--- config.mk ---
export PLATFORM = sky130hd
export DESIGN_NAME = sorted_wakeup_event_queue_unit
export DESIGN_NICKNAME = d
export VERILOG_FILES = /design/src/swq_pkg.sv /design/src/swq_controller.sv /design/src/swq_datapath.sv /design/src/sorted_wakeup_event_queue_unit.sv
export VERILOG_INCLUDE_DIRS = /design/src /design/src/src
export SDC_FILE = /design/constraint.sdc
export NUM_CORES = 2
export LEC_CHECK = 0
export ABC_CLOCK_PERIOD_IN_PS = 12500
export BUFFER_PORTS_ARGS = -buffer_cell sky130_fd_sc_hd__buf_2
export CORE_MARGIN = 10
export CORE_UTILIZATION = 35
export CTS_BUF_LIST = sky130_fd_sc_hd__clkbuf_16
export DETAILED_ROUTE_END_ITERATION = 10
export SLEW_MARGIN = 15
export SYNTH_ARGS = -nofsm -noshare
export SYNTH_HDL_FRONTEND = slang
export SYNTH_HIERARCHICAL = 1
export SYNTH_SLANG_ARGS = --single-unit
--- constraint.sdc ---
create_clock -name clock -period 12.5 [get_ports clock]
set_input_delay 0.625 -clock clock [delete_from_list [all_inputs] [get_ports clock]]
set_output_delay 0.625 -clock clock [all_outputs]
set_load 0.05 [all_outputs]
--- src/assert_macros.svh ---
// ---------------------------------------------------------------------------
// Assertion macros shared by the RTL
// Clocked on clock, disabled while reset is high.
// ---------------------------------------------------------------------------
`ifndef ASSERT_MACROS_SVH
`define ASSERT_MACROS_SVH

// antecedent and consequent in the same cycle
`define ASSERT_SAME(label, ante, cons) \
   label: assert property (@(posedge clock) disable iff (reset) (ante) |-> (cons)) \
      else $error("assertion failed");

// consequent in the cycle after the antecedent
`define ASSERT_NEXT(label, ante, cons) \
   label: assert property (@(posedge clock) disable iff (reset) (ante) |=> (cons)) \
      else $error("assertion failed");

`endif

--- src/swq_pkg.sv ---
// ---------------------------------------------------------------------------
// swq_pkg
// Types and codes of the sorted wakeup event queue.
// ---------------------------------------------------------------------------
package swq_pkg;

   // request function codes
   localparam logic [1:0] FUNC_SCHEDULE = 2'd0;
   localparam logic [1:0] FUNC_CANCEL   = 2'd1;
   localparam logic [1:0] FUNC_TICK     = 2'd2;
   localparam logic [1:0] FUNC_NONE     = 2'd3;

   // result kinds
   localparam logic [1:0] KIND_SCHED   = 2'd0;
   localparam logic [1:0] KIND_CANCEL  = 2'd1;
   localparam logic [1:0] KIND_EXPIRED = 2'd2;
   localparam logic [1:0] KIND_DONE    = 2'd3;

   typedef struct packed {
      logic [1:0]  func;
      logic [31:0] wake_time;
      logic [31:0] now_time;
      logic [31:0] target_id;
      logic [15:0] handler_tag;
      logic        has_handler;
   } req_type;

   typedef struct packed {
      logic [1:0]  kind;
      logic        ok;
      logic        found;
      logic [31:0] wake_id;
      logic [15:0] out_tag;
      logic        out_has_handler;
      logic [31:0] next_deadline;
      logic        deadline_valid;
      logic        last;
   } rsp_type;

   // one queue slot: tag bit 16 is the handler flag
   typedef struct packed {
      logic [31:0] deadline;
      logic [31:0] id;
      logic [16:0] tag;
   } entry_type;

   typedef enum logic [3:0] {
      ST_IDLE,
      ST_SCH_CHK,
      ST_SCH_CMP,
      ST_SCH_PUT,
      ST_CAN_CHK,
      ST_CAN_CMP,
      ST_CAN_SHF,
      ST_CAN_MOV,
      ST_TCK_CHK,
      ST_TCK_CMP,
      ST_HEAD_RD,
      ST_HEAD_LAT,
      ST_EMIT,
      ST_SEND
   } ctl_state_type;

   typedef enum logic [2:0] {
      RD_HEAD,
      RD_IDX,
      RD_IDX_DEC,
      RD_IDX_INC,
      RD_EMIT,
      RD_EMIT_INC
   } rd_sel_type;

   // controller to datapath
   typedef struct packed {
      logic       accept;
      rd_sel_type rd_sel;
      logic       wr_move;
      logic       wr_new;
      logic       idx_inc;
      logic       idx_dec;
      logic       head_inc;
      logic       tail_inc;
      logic       tail_dec;
      logic       cnt_inc;
      logic       emit_step;
      logic       set_found;
      logic       set_sch_ok;
      logic       latch_nd;
      logic       rsp_load;
      logic [1:0] rsp_kind;
   } cmd_type;

   // datapath to controller
   typedef struct packed {
      logic [1:0] in_func;
      logic [1:0] cur_func;
      logic       full;
      logic       empty;
      logic       idx_eq_head;
      logic       idx_eq_tail;
      logic       nx_eq_tail;
      logic       count_max;
      logic       count_zero;
      logic       count_one;
      logic       dl_le_wake;
      logic       dl_le_now;
      logic       id_match;
   } sts_type;

endpackage

--- src/swq_controller.sv ---
// ---------------------------------------------------------------------------
// swq_controller
// Sequencer for schedule, cancel and tick walks over the queue memory.
// ---------------------------------------------------------------------------
module swq_controller (
   input  logic             clock,
   input  logic             reset,
   input  logic             start,
   input  swq_pkg::sts_type sts,
   output logic             busy,
   output swq_pkg::cmd_type cmd
);
   import swq_pkg::*;

   ctl_state_type state_ff, state_in;

   always_ff @(posedge clock) begin
      if (reset) begin
         state_ff <= ST_IDLE;
      end else begin
         state_ff <= state_in;
      end
   end

   // next state
   always_comb begin
      state_in = state_ff;
      unique case (state_ff)
         ST_IDLE: begin
            if (start) begin
               unique case (sts.in_func)
                  FUNC_SCHEDULE: state_in = sts.full ? ST_HEAD_RD : ST_SCH_CHK;
                  FUNC_CANCEL:   state_in = ST_CAN_CHK;
                  FUNC_TICK:     state_in = ST_TCK_CHK;
                  default:       state_in = ST_IDLE;
               endcase
            end
         end
         ST_SCH_CHK: state_in = sts.idx_eq_head ? ST_SCH_PUT : ST_SCH_CMP;
         ST_SCH_CMP: state_in = sts.dl_le_wake ? ST_SCH_PUT : ST_SCH_CHK;
         ST_SCH_PUT: state_in = ST_HEAD_RD;
         ST_CAN_CHK: state_in = sts.idx_eq_tail ? ST_HEAD_RD : ST_CAN_CMP;
         ST_CAN_CMP: state_in = sts.id_match ? ST_CAN_SHF : ST_CAN_CHK;
         ST_CAN_SHF: state_in = sts.nx_eq_tail ? ST_HEAD_RD : ST_CAN_MOV;
         ST_CAN_MOV: state_in = ST_CAN_SHF;
         ST_TCK_CHK: state_in = (sts.empty || sts.count_max) ? ST_HEAD_RD : ST_TCK_CMP;
         ST_TCK_CMP: state_in = sts.dl_le_now ? ST_TCK_CHK : ST_HEAD_RD;
         ST_HEAD_RD: state_in = ST_HEAD_LAT;
         ST_HEAD_LAT: begin
            if (sts.cur_func == FUNC_TICK && !sts.count_zero) begin
               state_in = ST_EMIT;
            end else begin
               state_in = ST_SEND;
            end
         end
         ST_EMIT: state_in = sts.count_one ? ST_SEND : ST_EMIT;
         ST_SEND: state_in = ST_IDLE;
         default: state_in = ST_IDLE;
      endcase
   end

   // outputs
   always_comb begin
      cmd        = '0;
      cmd.rd_sel = RD_HEAD;
      busy       = (state_ff != ST_IDLE);
      unique case (state_ff)
         ST_IDLE: begin
            cmd.accept = start && (sts.in_func != FUNC_NONE);
         end
         ST_SCH_CHK: begin
            cmd.rd_sel = RD_IDX_DEC;
         end
         ST_SCH_CMP: begin
            if (!sts.dl_le_wake) begin
               cmd.wr_move = 1'b1;
               cmd.idx_dec = 1'b1;
            end
         end
         ST_SCH_PUT: begin
            cmd.wr_new     = 1'b1;
            cmd.tail_inc   = 1'b1;
            cmd.set_sch_ok = 1'b1;
         end
         ST_CAN_CHK: begin
            cmd.rd_sel = RD_IDX;
         end
         ST_CAN_CMP: begin
            if (sts.id_match) begin
               cmd.set_found = 1'b1;
            end else begin
               cmd.idx_inc = 1'b1;
            end
         end
         ST_CAN_SHF: begin
            cmd.rd_sel   = RD_IDX_INC;
            cmd.tail_dec = sts.nx_eq_tail;
         end
         ST_CAN_MOV: begin
            cmd.wr_move = 1'b1;
            cmd.idx_inc = 1'b1;
         end
         ST_TCK_CHK: begin
            cmd.rd_sel = RD_HEAD;
         end
         ST_TCK_CMP: begin
            cmd.head_inc = sts.dl_le_now;
            cmd.cnt_inc  = sts.dl_le_now;
         end
         ST_HEAD_RD: begin
            cmd.rd_sel = RD_HEAD;
         end
         ST_HEAD_LAT: begin
            cmd.latch_nd = 1'b1;
            cmd.rd_sel   = RD_EMIT;
         end
         ST_EMIT: begin
            cmd.rsp_load  = 1'b1;
            cmd.rsp_kind  = KIND_EXPIRED;
            cmd.emit_step = 1'b1;
            cmd.rd_sel    = RD_EMIT_INC;
         end
         ST_SEND: begin
            cmd.rsp_load = 1'b1;
            unique case (sts.cur_func)
               FUNC_SCHEDULE: cmd.rsp_kind = KIND_SCHED;
               FUNC_CANCEL:   cmd.rsp_kind = KIND_CANCEL;
               default:       cmd.rsp_kind = KIND_DONE;
            endcase
         end
         default: begin
            cmd.rd_sel = RD_HEAD;
         end
      endcase
   end

endmodule

--- src/swq_datapath.sv ---
// ---------------------------------------------------------------------------
// swq_datapath
// Queue memory, ring pointers, id counter and result register.
// ---------------------------------------------------------------------------
module swq_datapath #(
   parameter int QUEUE_DEPTH = 16
) (
   input  logic             clock,
   input  logic             reset,
   input  swq_pkg::cmd_type cmd,
   input  swq_pkg::req_type req_data,
   output swq_pkg::sts_type sts,
   output logic             rsp_strobe,
   output swq_pkg::rsp_type rsp_data
);
   import swq_pkg::*;

   localparam int PTR_W = $clog2(QUEUE_DEPTH);

   typedef logic [PTR_W-1:0] ptr_type;

   localparam ptr_type PTR_LAST = PTR_W'(QUEUE_DEPTH - 1);

   function automatic ptr_type ptr_inc(input ptr_type p);
      return (p == PTR_LAST) ? '0 : p + PTR_W'(1);
   endfunction

   function automatic ptr_type ptr_dec(input ptr_type p);
      return (p == '0) ? PTR_LAST : p - PTR_W'(1);
   endfunction

   entry_type   entry_mem_ff [QUEUE_DEPTH];
   entry_type   rd_data_ff;
   entry_type   new_entry;
   ptr_type     rd_addr;

   ptr_type     head_ff, head_in;
   ptr_type     tail_ff, tail_in;
   ptr_type     idx_ff, idx_in;
   ptr_type     emit_ff, emit_in;
   ptr_type     count_ff, count_in;
   logic [31:0] id_ff, id_in;
   logic [31:0] id_plus;
   req_type     req_ff;
   logic        sch_ok_ff;
   logic        found_ff;
   logic [31:0] nd_ff;
   logic        dvalid_ff;
   logic        rsp_strobe_ff;
   rsp_type     rsp_ff, rsp_in;
   logic        empty;

   assign empty   = (head_ff == tail_ff);
   assign id_plus = id_ff + 32'd1;

   always_comb begin
      new_entry.deadline = req_ff.wake_time;
      new_entry.id       = id_ff;
      new_entry.tag      = req_ff.has_handler ? {1'b1, req_ff.handler_tag} : '0;
   end

   always_comb begin
      case (cmd.rd_sel)
         RD_IDX:      rd_addr = idx_ff;
         RD_IDX_DEC:  rd_addr = ptr_dec(idx_ff);
         RD_IDX_INC:  rd_addr = ptr_inc(idx_ff);
         RD_EMIT:     rd_addr = emit_ff;
         RD_EMIT_INC: rd_addr = ptr_inc(emit_ff);
         default:     rd_addr = head_ff;
      endcase
   end

   // single write port, registered read
   always_ff @(posedge clock) begin
      if (cmd.wr_move) begin
         entry_mem_ff[idx_ff] <= rd_data_ff;
      end else if (cmd.wr_new) begin
         entry_mem_ff[idx_ff] <= new_entry;
      end
      rd_data_ff <= entry_mem_ff[rd_addr];
   end

   // pointer and counter next values
   always_comb begin
      head_in  = head_ff;
      tail_in  = tail_ff;
      idx_in   = idx_ff;
      emit_in  = emit_ff;
      count_in = count_ff;
      id_in    = id_ff;
      if (cmd.accept) begin
         emit_in  = head_ff;
         count_in = '0;
         if (req_data.func == FUNC_SCHEDULE) begin
            idx_in = tail_ff;
            id_in  = (id_plus == '0) ? 32'd1 : id_plus;  // id zero is never issued
         end else begin
            idx_in = head_ff;
         end
      end
      if (cmd.idx_inc)   idx_in   = ptr_inc(idx_ff);
      if (cmd.idx_dec)   idx_in   = ptr_dec(idx_ff);
      if (cmd.head_inc)  head_in  = ptr_inc(head_ff);
      if (cmd.tail_inc)  tail_in  = ptr_inc(tail_ff);
      if (cmd.tail_dec)  tail_in  = ptr_dec(tail_ff);
      if (cmd.cnt_inc)   count_in = count_ff + PTR_W'(1);
      if (cmd.emit_step) begin
         emit_in  = ptr_inc(emit_ff);
         count_in = count_ff - PTR_W'(1);
      end
   end

   always_ff @(posedge clock) begin
      if (reset) begin
         head_ff       <= '0;
         tail_ff       <= '0;
         id_ff         <= '0;
         idx_ff        <= '0;
         emit_ff       <= '0;
         count_ff      <= '0;
         sch_ok_ff     <= 1'b0;
         found_ff      <= 1'b0;
         rsp_strobe_ff <= 1'b0;
      end else begin
         head_ff       <= head_in;
         tail_ff       <= tail_in;
         id_ff         <= id_in;
         idx_ff        <= idx_in;
         emit_ff       <= emit_in;
         count_ff      <= count_in;
         sch_ok_ff     <= cmd.accept ? 1'b0 : (sch_ok_ff | cmd.set_sch_ok);
         found_ff      <= cmd.accept ? 1'b0 : (found_ff | cmd.set_found);
         rsp_strobe_ff <= cmd.rsp_load;
      end
   end

   // request and head deadline capture
   always_ff @(posedge clock) begin
      if (cmd.accept) begin
         req_ff <= req_data;
      end
      if (cmd.latch_nd) begin
         dvalid_ff <= !empty;
         nd_ff     <= empty ? 32'd0 : rd_data_ff.deadline;
      end
   end

   always_comb begin
      rsp_in                = '0;
      rsp_in.kind           = cmd.rsp_kind;
      rsp_in.next_deadline  = nd_ff;
      rsp_in.deadline_valid = dvalid_ff;
      rsp_in.last           = (cmd.rsp_kind != KIND_EXPIRED);
      case (cmd.rsp_kind)
         KIND_SCHED: begin
            rsp_in.ok      = sch_ok_ff;
            rsp_in.wake_id = sch_ok_ff ? id_ff : 32'd0;
         end
         KIND_CANCEL: begin
            rsp_in.ok    = !empty;
            rsp_in.found = found_ff;
         end
         KIND_EXPIRED: begin
            rsp_in.wake_id         = rd_data_ff.id;
            rsp_in.out_tag         = rd_data_ff.tag[15:0];
            rsp_in.out_has_handler = rd_data_ff.tag[16];
         end
         default: begin
            rsp_in.ok = 1'b0;
         end
      endcase
   end

   always_ff @(posedge clock) begin
      if (cmd.rsp_load) begin
         rsp_ff <= rsp_in;
      end
   end

   always_comb begin
      sts.in_func     = req_data.func;
      sts.cur_func    = req_ff.func;
      sts.full        = (ptr_inc(tail_ff) == head_ff);
      sts.empty       = empty;
      sts.idx_eq_head = (idx_ff == head_ff);
      sts.idx_eq_tail = (idx_ff == tail_ff);
      sts.nx_eq_tail  = (ptr_inc(idx_ff) == tail_ff);
      sts.count_max   = (count_ff == PTR_LAST);
      sts.count_zero  = (count_ff == '0);
      sts.count_one   = (count_ff == PTR_W'(1));
      sts.dl_le_wake  = (rd_data_ff.deadline <= req_ff.wake_time);
      sts.dl_le_now   = (rd_data_ff.deadline <= req_ff.now_time);
      sts.id_match    = (rd_data_ff.id == req_ff.target_id);
   end

   assign rsp_strobe = rsp_strobe_ff;
   assign rsp_data   = rsp_ff;

endmodule

--- src/sorted_wakeup_event_queue_unit.sv ---
// ---------------------------------------------------------------------------
// sorted_wakeup_event_queue_unit
// Deadline-ordered wakeup queue with schedule, cancel and tick requests.
// ---------------------------------------------------------------------------
//
//  channel   ports                          transfer when
//  -------   ----------------------------   ------------------------------
//  request   start, busy, req_data          start high and busy low
//  result    rsp_strobe, rsp_data           every cycle rsp_strobe is high
//
//  Busy lasts while the request walks the queue memory, which has one
//  port and registered read data: a schedule walks the entries it moves
//  unless the queue is full, a cancel walks the queued entries and a tick
//  walks and then reports the expired events. The final strobe follows the
//  last busy cycle. Reset clears the pointers, counters, flags, strobe and
//  controller state, not the queue memory. Results cannot stall.
//
module sorted_wakeup_event_queue_unit #(
   parameter int QUEUE_DEPTH = 16
) (
   input  logic             clock,
   input  logic             reset,
   input  logic             start,
   output logic             busy,
   input  swq_pkg::req_type req_data,
   output logic             rsp_strobe,
   output swq_pkg::rsp_type rsp_data
);
   import swq_pkg::*;

   `include "assert_macros.svh"

   cmd_type cmd;   // controller commands
   sts_type sts;   // datapath status

   // sequencer: one request at a time
   swq_controller u_controller (
      .clock (clock),
      .reset (reset),
      .start (start),
      .sts   (sts),
      .busy  (busy),
      .cmd   (cmd)
   );

   // queue memory, ring pointers, id counter, result register
   swq_datapath #(
      .QUEUE_DEPTH (QUEUE_DEPTH)
   ) u_datapath (
      .clock      (clock),
      .reset      (reset),
      .cmd        (cmd),
      .req_data   (req_data),
      .sts        (sts),
      .rsp_strobe (rsp_strobe),
      .rsp_data   (rsp_data)
   );

   // a real request always makes the unit busy next cycle
   `ASSERT_NEXT(a_start_busy, start && !busy && req_data.func != FUNC_NONE, busy)
   // the final result of a request is never directly followed by another
   `ASSERT_NEXT(a_last_gap, rsp_strobe && rsp_data.last, !rsp_strobe)
   // only expired events are non-final
   `ASSERT_SAME(a_nonlast_kind, rsp_strobe && !rsp_data.last, rsp_data.kind == KIND_EXPIRED)
   // empty queue reports a zero deadline
   `ASSERT_SAME(a_empty_dl, rsp_strobe && !rsp_data.deadline_valid,
                rsp_data.next_deadline == 32'd0)

endmodule

After elaboration in Yosys (flattened, before gate mapping)
Memories as Yosys holds them, arrays and structs flattened. A register that Yosys moved wholly into a read port is not among the register bits.
Index checks and enable logic that the tools add are counted.
{"block": "classes", "add_sub_neg": 9, "magnitude_cmp": 2, "eq_ne": 39, "muxes": 58, "bitwise_logic": 3, "reduce_logical": 20}
{"cell": "two-way mux 4 bit", "n": 21}
{"cell": "two-way mux 81 bit", "n": 1}
{"cell": "less-or-equal comparator 32 bit", "n": 2}
{"cell": "two-way mux 32 bit", "n": 2}
{"cell": "one-hot mux 32 bit (2 select lines)", "n": 1}
{"cell": "one-hot mux 4 bit (13 select lines)", "n": 1}
{"cell": "== test 4 bit, second input constant", "n": 11}
{"cell": "adder 32 x 1 -> 32 bit, second input constant", "n": 1}
{"cell": "== test 32 bit", "n": 1}
{"cell": "logical NOT 32 bit", "n": 1}
{"cell": "adder 4 x 1 -> 4 bit, second input constant", "n": 5}
{"cell": "== test 4 bit", "n": 5}
{"cell": "one-hot mux 4 bit (5 select lines)", "n": 1}
{"cell": "two-way mux 1 bit", "n": 19}
{"cell": "two-way mux 17 bit", "n": 1}
{"cell": "== test 4 x 3 -> 1 bit, second input constant", "n": 4}
{"cell": "logical NOT 4 bit", "n": 4}
{"cell": "one-hot mux 3 bit (5 select lines)", "n": 1}
{"cell": "one-hot mux 4 bit (3 select lines)", "n": 1}
{"cell": "subtractor 4 x 1 -> 4 bit, second input constant", "n": 3}
{"cell": "== test 4 x 1 -> 1 bit, second input constant", "n": 2}
{"cell": "== test 4 x 2 -> 1 bit, second input constant", "n": 2}
{"cell": "two-way mux 2 bit", "n": 4}
{"cell": "== test 2 x 1 -> 1 bit, second input constant", "n": 3}
{"cell": "18 further kinds", "n": 34}
{"block": "word_totals", "register_bits": 294, "ramBits": 1296, "inputBits": 118, "output_inout_bits": 89, "wordCells": 159, "n_memories": 1}
{"name": "u_datapath.entry_mem_ff", "words": 16, "word_bits": 81, "rd": 1, "rd_ports_with_merged_regs": 1, "wr": 1, "line_no": "swq_datapath.sv:32", "rtl": "entry_type entry_mem_ff [QUEUE_DEPTH];"}

Longest topological paths before layout
{"block": "logic_depth", "ltp_word": 7, "ltp_mapped": 18, "mapped_depth_nobuf": 15}

Cells and area by module
The synthesis kept the hierarchy.
{"mod": "swq_datapath", "instances": 1, "cells_each": 4259, "area_per_inst_um2": 65240.1, "seq_area_each_um2": 48696.7}
{"mod": "swq_controller", "instances": 1, "cells_each": 94, "area_per_inst_um2": 589.3, "seq_area_each_um2": 80.1}

Least setup slack after synthesis
Ideal clock, no wire load.
{"block": "synth_path", "kind": "register -> register", "from": "register u_datapath.req_ff (netlist bit u_datapath/new_entry[75])", "to": "memory u_datapath/entry_mem_ff[3][0] (netlist name) (enable)", "setup_ns": 0.719, "arrival_ns": 9.764, "t_required_ns": 11.781, "setup_slack_ns": 2.017, "path_stages_with_launch": 15, "path_buffers": 0, "period_less_slack_ns": 10.483, "path_cell_list": "edfxtp_1 -> inv_1 -> ha_1 -> nand4_1 -> nor2_1 -> and3_1 -> nand3_1 -> o31ai_1 -> or4b_2 -> o21ai_0 -> nor3_1 -> a21oi_1 -> nor3b_1 -> nor2_1 -> nor4_1"}
{"element": "start, declared", "line_no": "swq_datapath.sv:44", "rtl": "req_type req_ff;"}
{"element": "start signal, assigned", "line_no": "swq_datapath.sv:140", "rtl": "req_ff <= req_data;"}
{"element": "end, declared", "line_no": "swq_datapath.sv:32"}

==> results by group <==
Hold path
  • Worst Hold Path Cells: 1
  • Hold crit path type: input port to flop

Yosys
  • Synthesis Warnings: 6
  • Post-synth EDFFs: 1531
  • Register bit total from synthesis: 1671
  • Largest family of logic cells by synthesized area: compound AO/OA/AOI/OAI gates
  • Mapped Avg Cell Area: 15.1 sq um
  • Mux cell area share after synthesis: 4.43%
  • Largest cells by area after synthesis: edfxtp_1 (70%), dfxtp_1 (4.3%), mux2i_1 (3.9%), a22oi_1 (3.8%), nand2_1 (2.5%)
  • Synth cell count leaders: edfxtp_1 (1531), nand2_1 (436), a22oi_1 (330), mux2i_1 (254), a21oi_1 (201)
  • Synth Flop Type: edfxtp_1
  • Synth Area in XOR/XNOR: 1.24%
  • Seq/Total Area, Yosys: 74.1%
  • Fraction of the mapped netlist area in simple logic gates: 7.42%
  • Synth Net Count: 4548
  • Netlist cell types: 70
  • Synth top area share: 69.8%
  • Synthesized area: 65800 sq um
  • Post-Synth Adder-Cell Area: 1.46%
  • Syn Inst Count: 4353
  • Most common cell in the netlist: edfxtp_1
  • Synth async-reset ratio: 0%
  • Largest area contributor in the netlist: edfxtp_1
  • Synth Area in Compound Gates: 8.80%

Floorplanning
  • Row count: 159
  • Core ar.: 187000 sq um
  • Initial Utilization: 35.1%
  • Die ar.: 206000 sq um
  • Die Y: 454 microns
  • Die width: 454 microns
  • Io pins: 207

GRT
  • Initial antenna violation count: 1
  • First-pass GRT wire length: 265 mm
  • Number of global-route vias before repair: 38800
  • Grt total ovfl: 0
  • Largest net degree at the start of global routing: 138
  • GRT Total Usage: 17.1%

Timing
  • Max Slew Vio Count: 0
  • # setup viols final: 0
  • Final period util: 50.1%
  • Max_slew headroom: 19.8%
  • Fin Setup TNS: 0 ns
  • Worst Skew: 0.0315 ns
  • Fin. Hold Viols: 0
  • Fmax: 160 MHz
  • Actual slew at the worst max-slew pin: 1.20 ns
  • Minimum clock period after layout: 6.26 ns
  • RSZ-0062 raised after global routing: no

Clock network
  • Clk buf depth: 3
  • H-tree Lvls: 4
  • CTS tree: built
  • # hold bufs at CTS: 107
  • Number of setup buffers added after CTS: 0
  • CTS Buf Count: 164
  • CTS sink count: 1671
  • Clk Latency, worst-skew pair: 0.81 ns
  • CTS clk-pin slew, worst paths: 0.06 ns
  • Post_cts resized: 0
  • CTS Root Cell: clkbuf_16

Critical path
  • Crit. Startpoint: u_controller/state_ff[2]
  • CP arrival: 7.01 ns
  • Most frequent CP cell: buf_4
  • CP Launch Type: flop
  • Critical Path Slowest Stage Cell: nor2_4
  • Reg-to-Reg Start: u_controller/state_ff[2]
  • Worst setup EP type: flop
  • Critical path capture point: u_datapath/rd_data_ff[68]
  • Reg2Reg Setup Slack: 6.24 ns
  • Data required time of the worst path: 13.25 ns
  • Register-to-Register Path Depth: 10
  • FF-to-FF End: u_datapath/rd_data_ff[68]
  • Crit path cell chain: inv_1 -> a211oi_2 -> mux4_2 -> o22a_4 -> nor2_4 -> buf_4 -> buf_4 -> a22oi_1 -> a21oi_1 -> or3_1
  • CP Class: flop to flop
  • Critical path peak fanout: 70
  • Worst stage delay on the critical path: 0.92 ns

Layout
  • Final nets: 4859
  • Area Overhead vs Synth: 15.2%
  • Fraction of layout cells with a size suffix above 1: 12.8%
  • Fin util: 40.5%

Routing
  • Routed vias/inst: 5.39
  • Detailed Route Iter0 Violations: 3929
  • Remaining routing DRC violations: 0
  • DRT Pass-1 Iters: 5
  • Total wire length: 182 mm
  • Vias: 39300
  • Avg WL per Cell: 24.9 microns
  • Post-route ant nets: 0

Power
  • VDD IR-drop max: 0.321 mV
  • PD cells: 243 nW/um^2
  • Leak Pwr: 0.0274 uW

Placed design
  • Routability cong.: 0.802
  • Buffers on Ports: 206
  • HPWL after DPL: 98.1 mm

Run
  • Max-cap violations: 0

Outcome
  • Status: finished clean
==> worst min path at each step <==
stage | startpoint | end | slack (ns)
after floorplan | u_datapath/nd_ff[8] | u_datapath/rsp_data[10] | 0.40
after global routing | req_data[90] | u_datapath/new_entry[58] | 0.004
final | req_data[90] | u_datapath/new_entry[58] | 0.05
after global placement | u_datapath/nd_ff[23] | u_datapath/rsp_data[25] | 0.40
after CTS | req_data[90] | u_datapath/new_entry[58] | 0.002
after detailed placement | u_datapath/nd_ff[3] | u_datapath/rsp_data[5] | 0.41
==> power by group <==
part           internal [uW]  switching, uW  total (uW)
logic                   2010           4200        6210
registers               7200            383        7580
clock network           2550           2120        4670
==> worst max-delay path, delay by kind of cell, from the launching register on <==
kind                   cells  cell delay, ns
muxes                      1            0.67
AOI/OAI and AO/OA          4            1.75
DFF                        1            0.67
buffers and inverters      3            1.87
and+or+nand+nor            2            1.05
==> logic make-up after synthesis <==
logic type / after synthesis
simple gates: 1030
mux: 286
compound gates: 826
fa+ha+maj: 77
buf+inv: 370
xor+xnor: 93
flops: 1671
==> registers in the layout (all words and copies together) (netlist names), 32 cells and up <==
| register | flops |
|---|---|
| u_datapath/entry_mem_ff | 1296 |
| u_datapath/id_ff | 32 |
| u_datapath/nd_ff | 32 |
| u_datapath/new_entry | 32 |
| u_datapath/rd_data_ff | 81 |
| u_datapath/req_ff | 81 |
| u_datapath/rsp_data | 87 |
==> through the flow <==
stage | cells | setup WS, ns | hold slack [ns] | cell area, sq um | total power [uW]
after floorplan | 4353 | 2.02 | 0.400 | 65800 | 11600
after global placement | 6886 | 6.49 | 0.404 | 69700 | 13700
after detailed placement | 6886 | 6.31 | 0.405 | 69700 | 13800
after CTS | 7298 | 6.30 | 0.00155 | 75800 | 18500
after global routing | 7299 | 5.85 | 0.00427 | 75800 | 19300
final | 7304 | 6.24 | 0.0546 | 75900 | 18500
==> metal layers <==
metal  global-route usage [%]  vias up  share of wire [%]
met3                     2.53      309                6.2
li1                         -    17400                  -
met5                        0        -                  0
met4                     5.77        0                3.3
met2                     29.6     1438                 50
met1                     22.0    20200                 40
==> final cells by class <==
class                   instances  area, sq um
multi-input cells            2312        15600
inverters                      92          348
well taps                    2495         3120
diodes                          6         15.0
clock inverters               139          923
flip-flops and latches       1671        48800
repair buffers                423         2950
clock buffers                 166         4150
fillers                     17100       112000
==> cell usage in the layout, fill, tap and decap left out, drive strengths merged, types with 7 or more instances in the layout <==
master       count
edfxtp        1531
nand2          436
a22oi          330
buf            316
mux2i          254
a21oi          201
nand3          181
clkbuf         166
inv            154
dfxtp          140
dlygate4sd3    107
nor2           104
or3             93
a32o            81
o21ai           78
ha              77
clkinv          68
and2            67
xor2            60
a22o            33
xnor2           33
mux2            31
nand4           28
nor4            28
nor3            28
a31oi           21
a21o            19
nor2b           12
and3            12
a211oi           9
nor3b            7
Power figures use the tool's default switching activity.
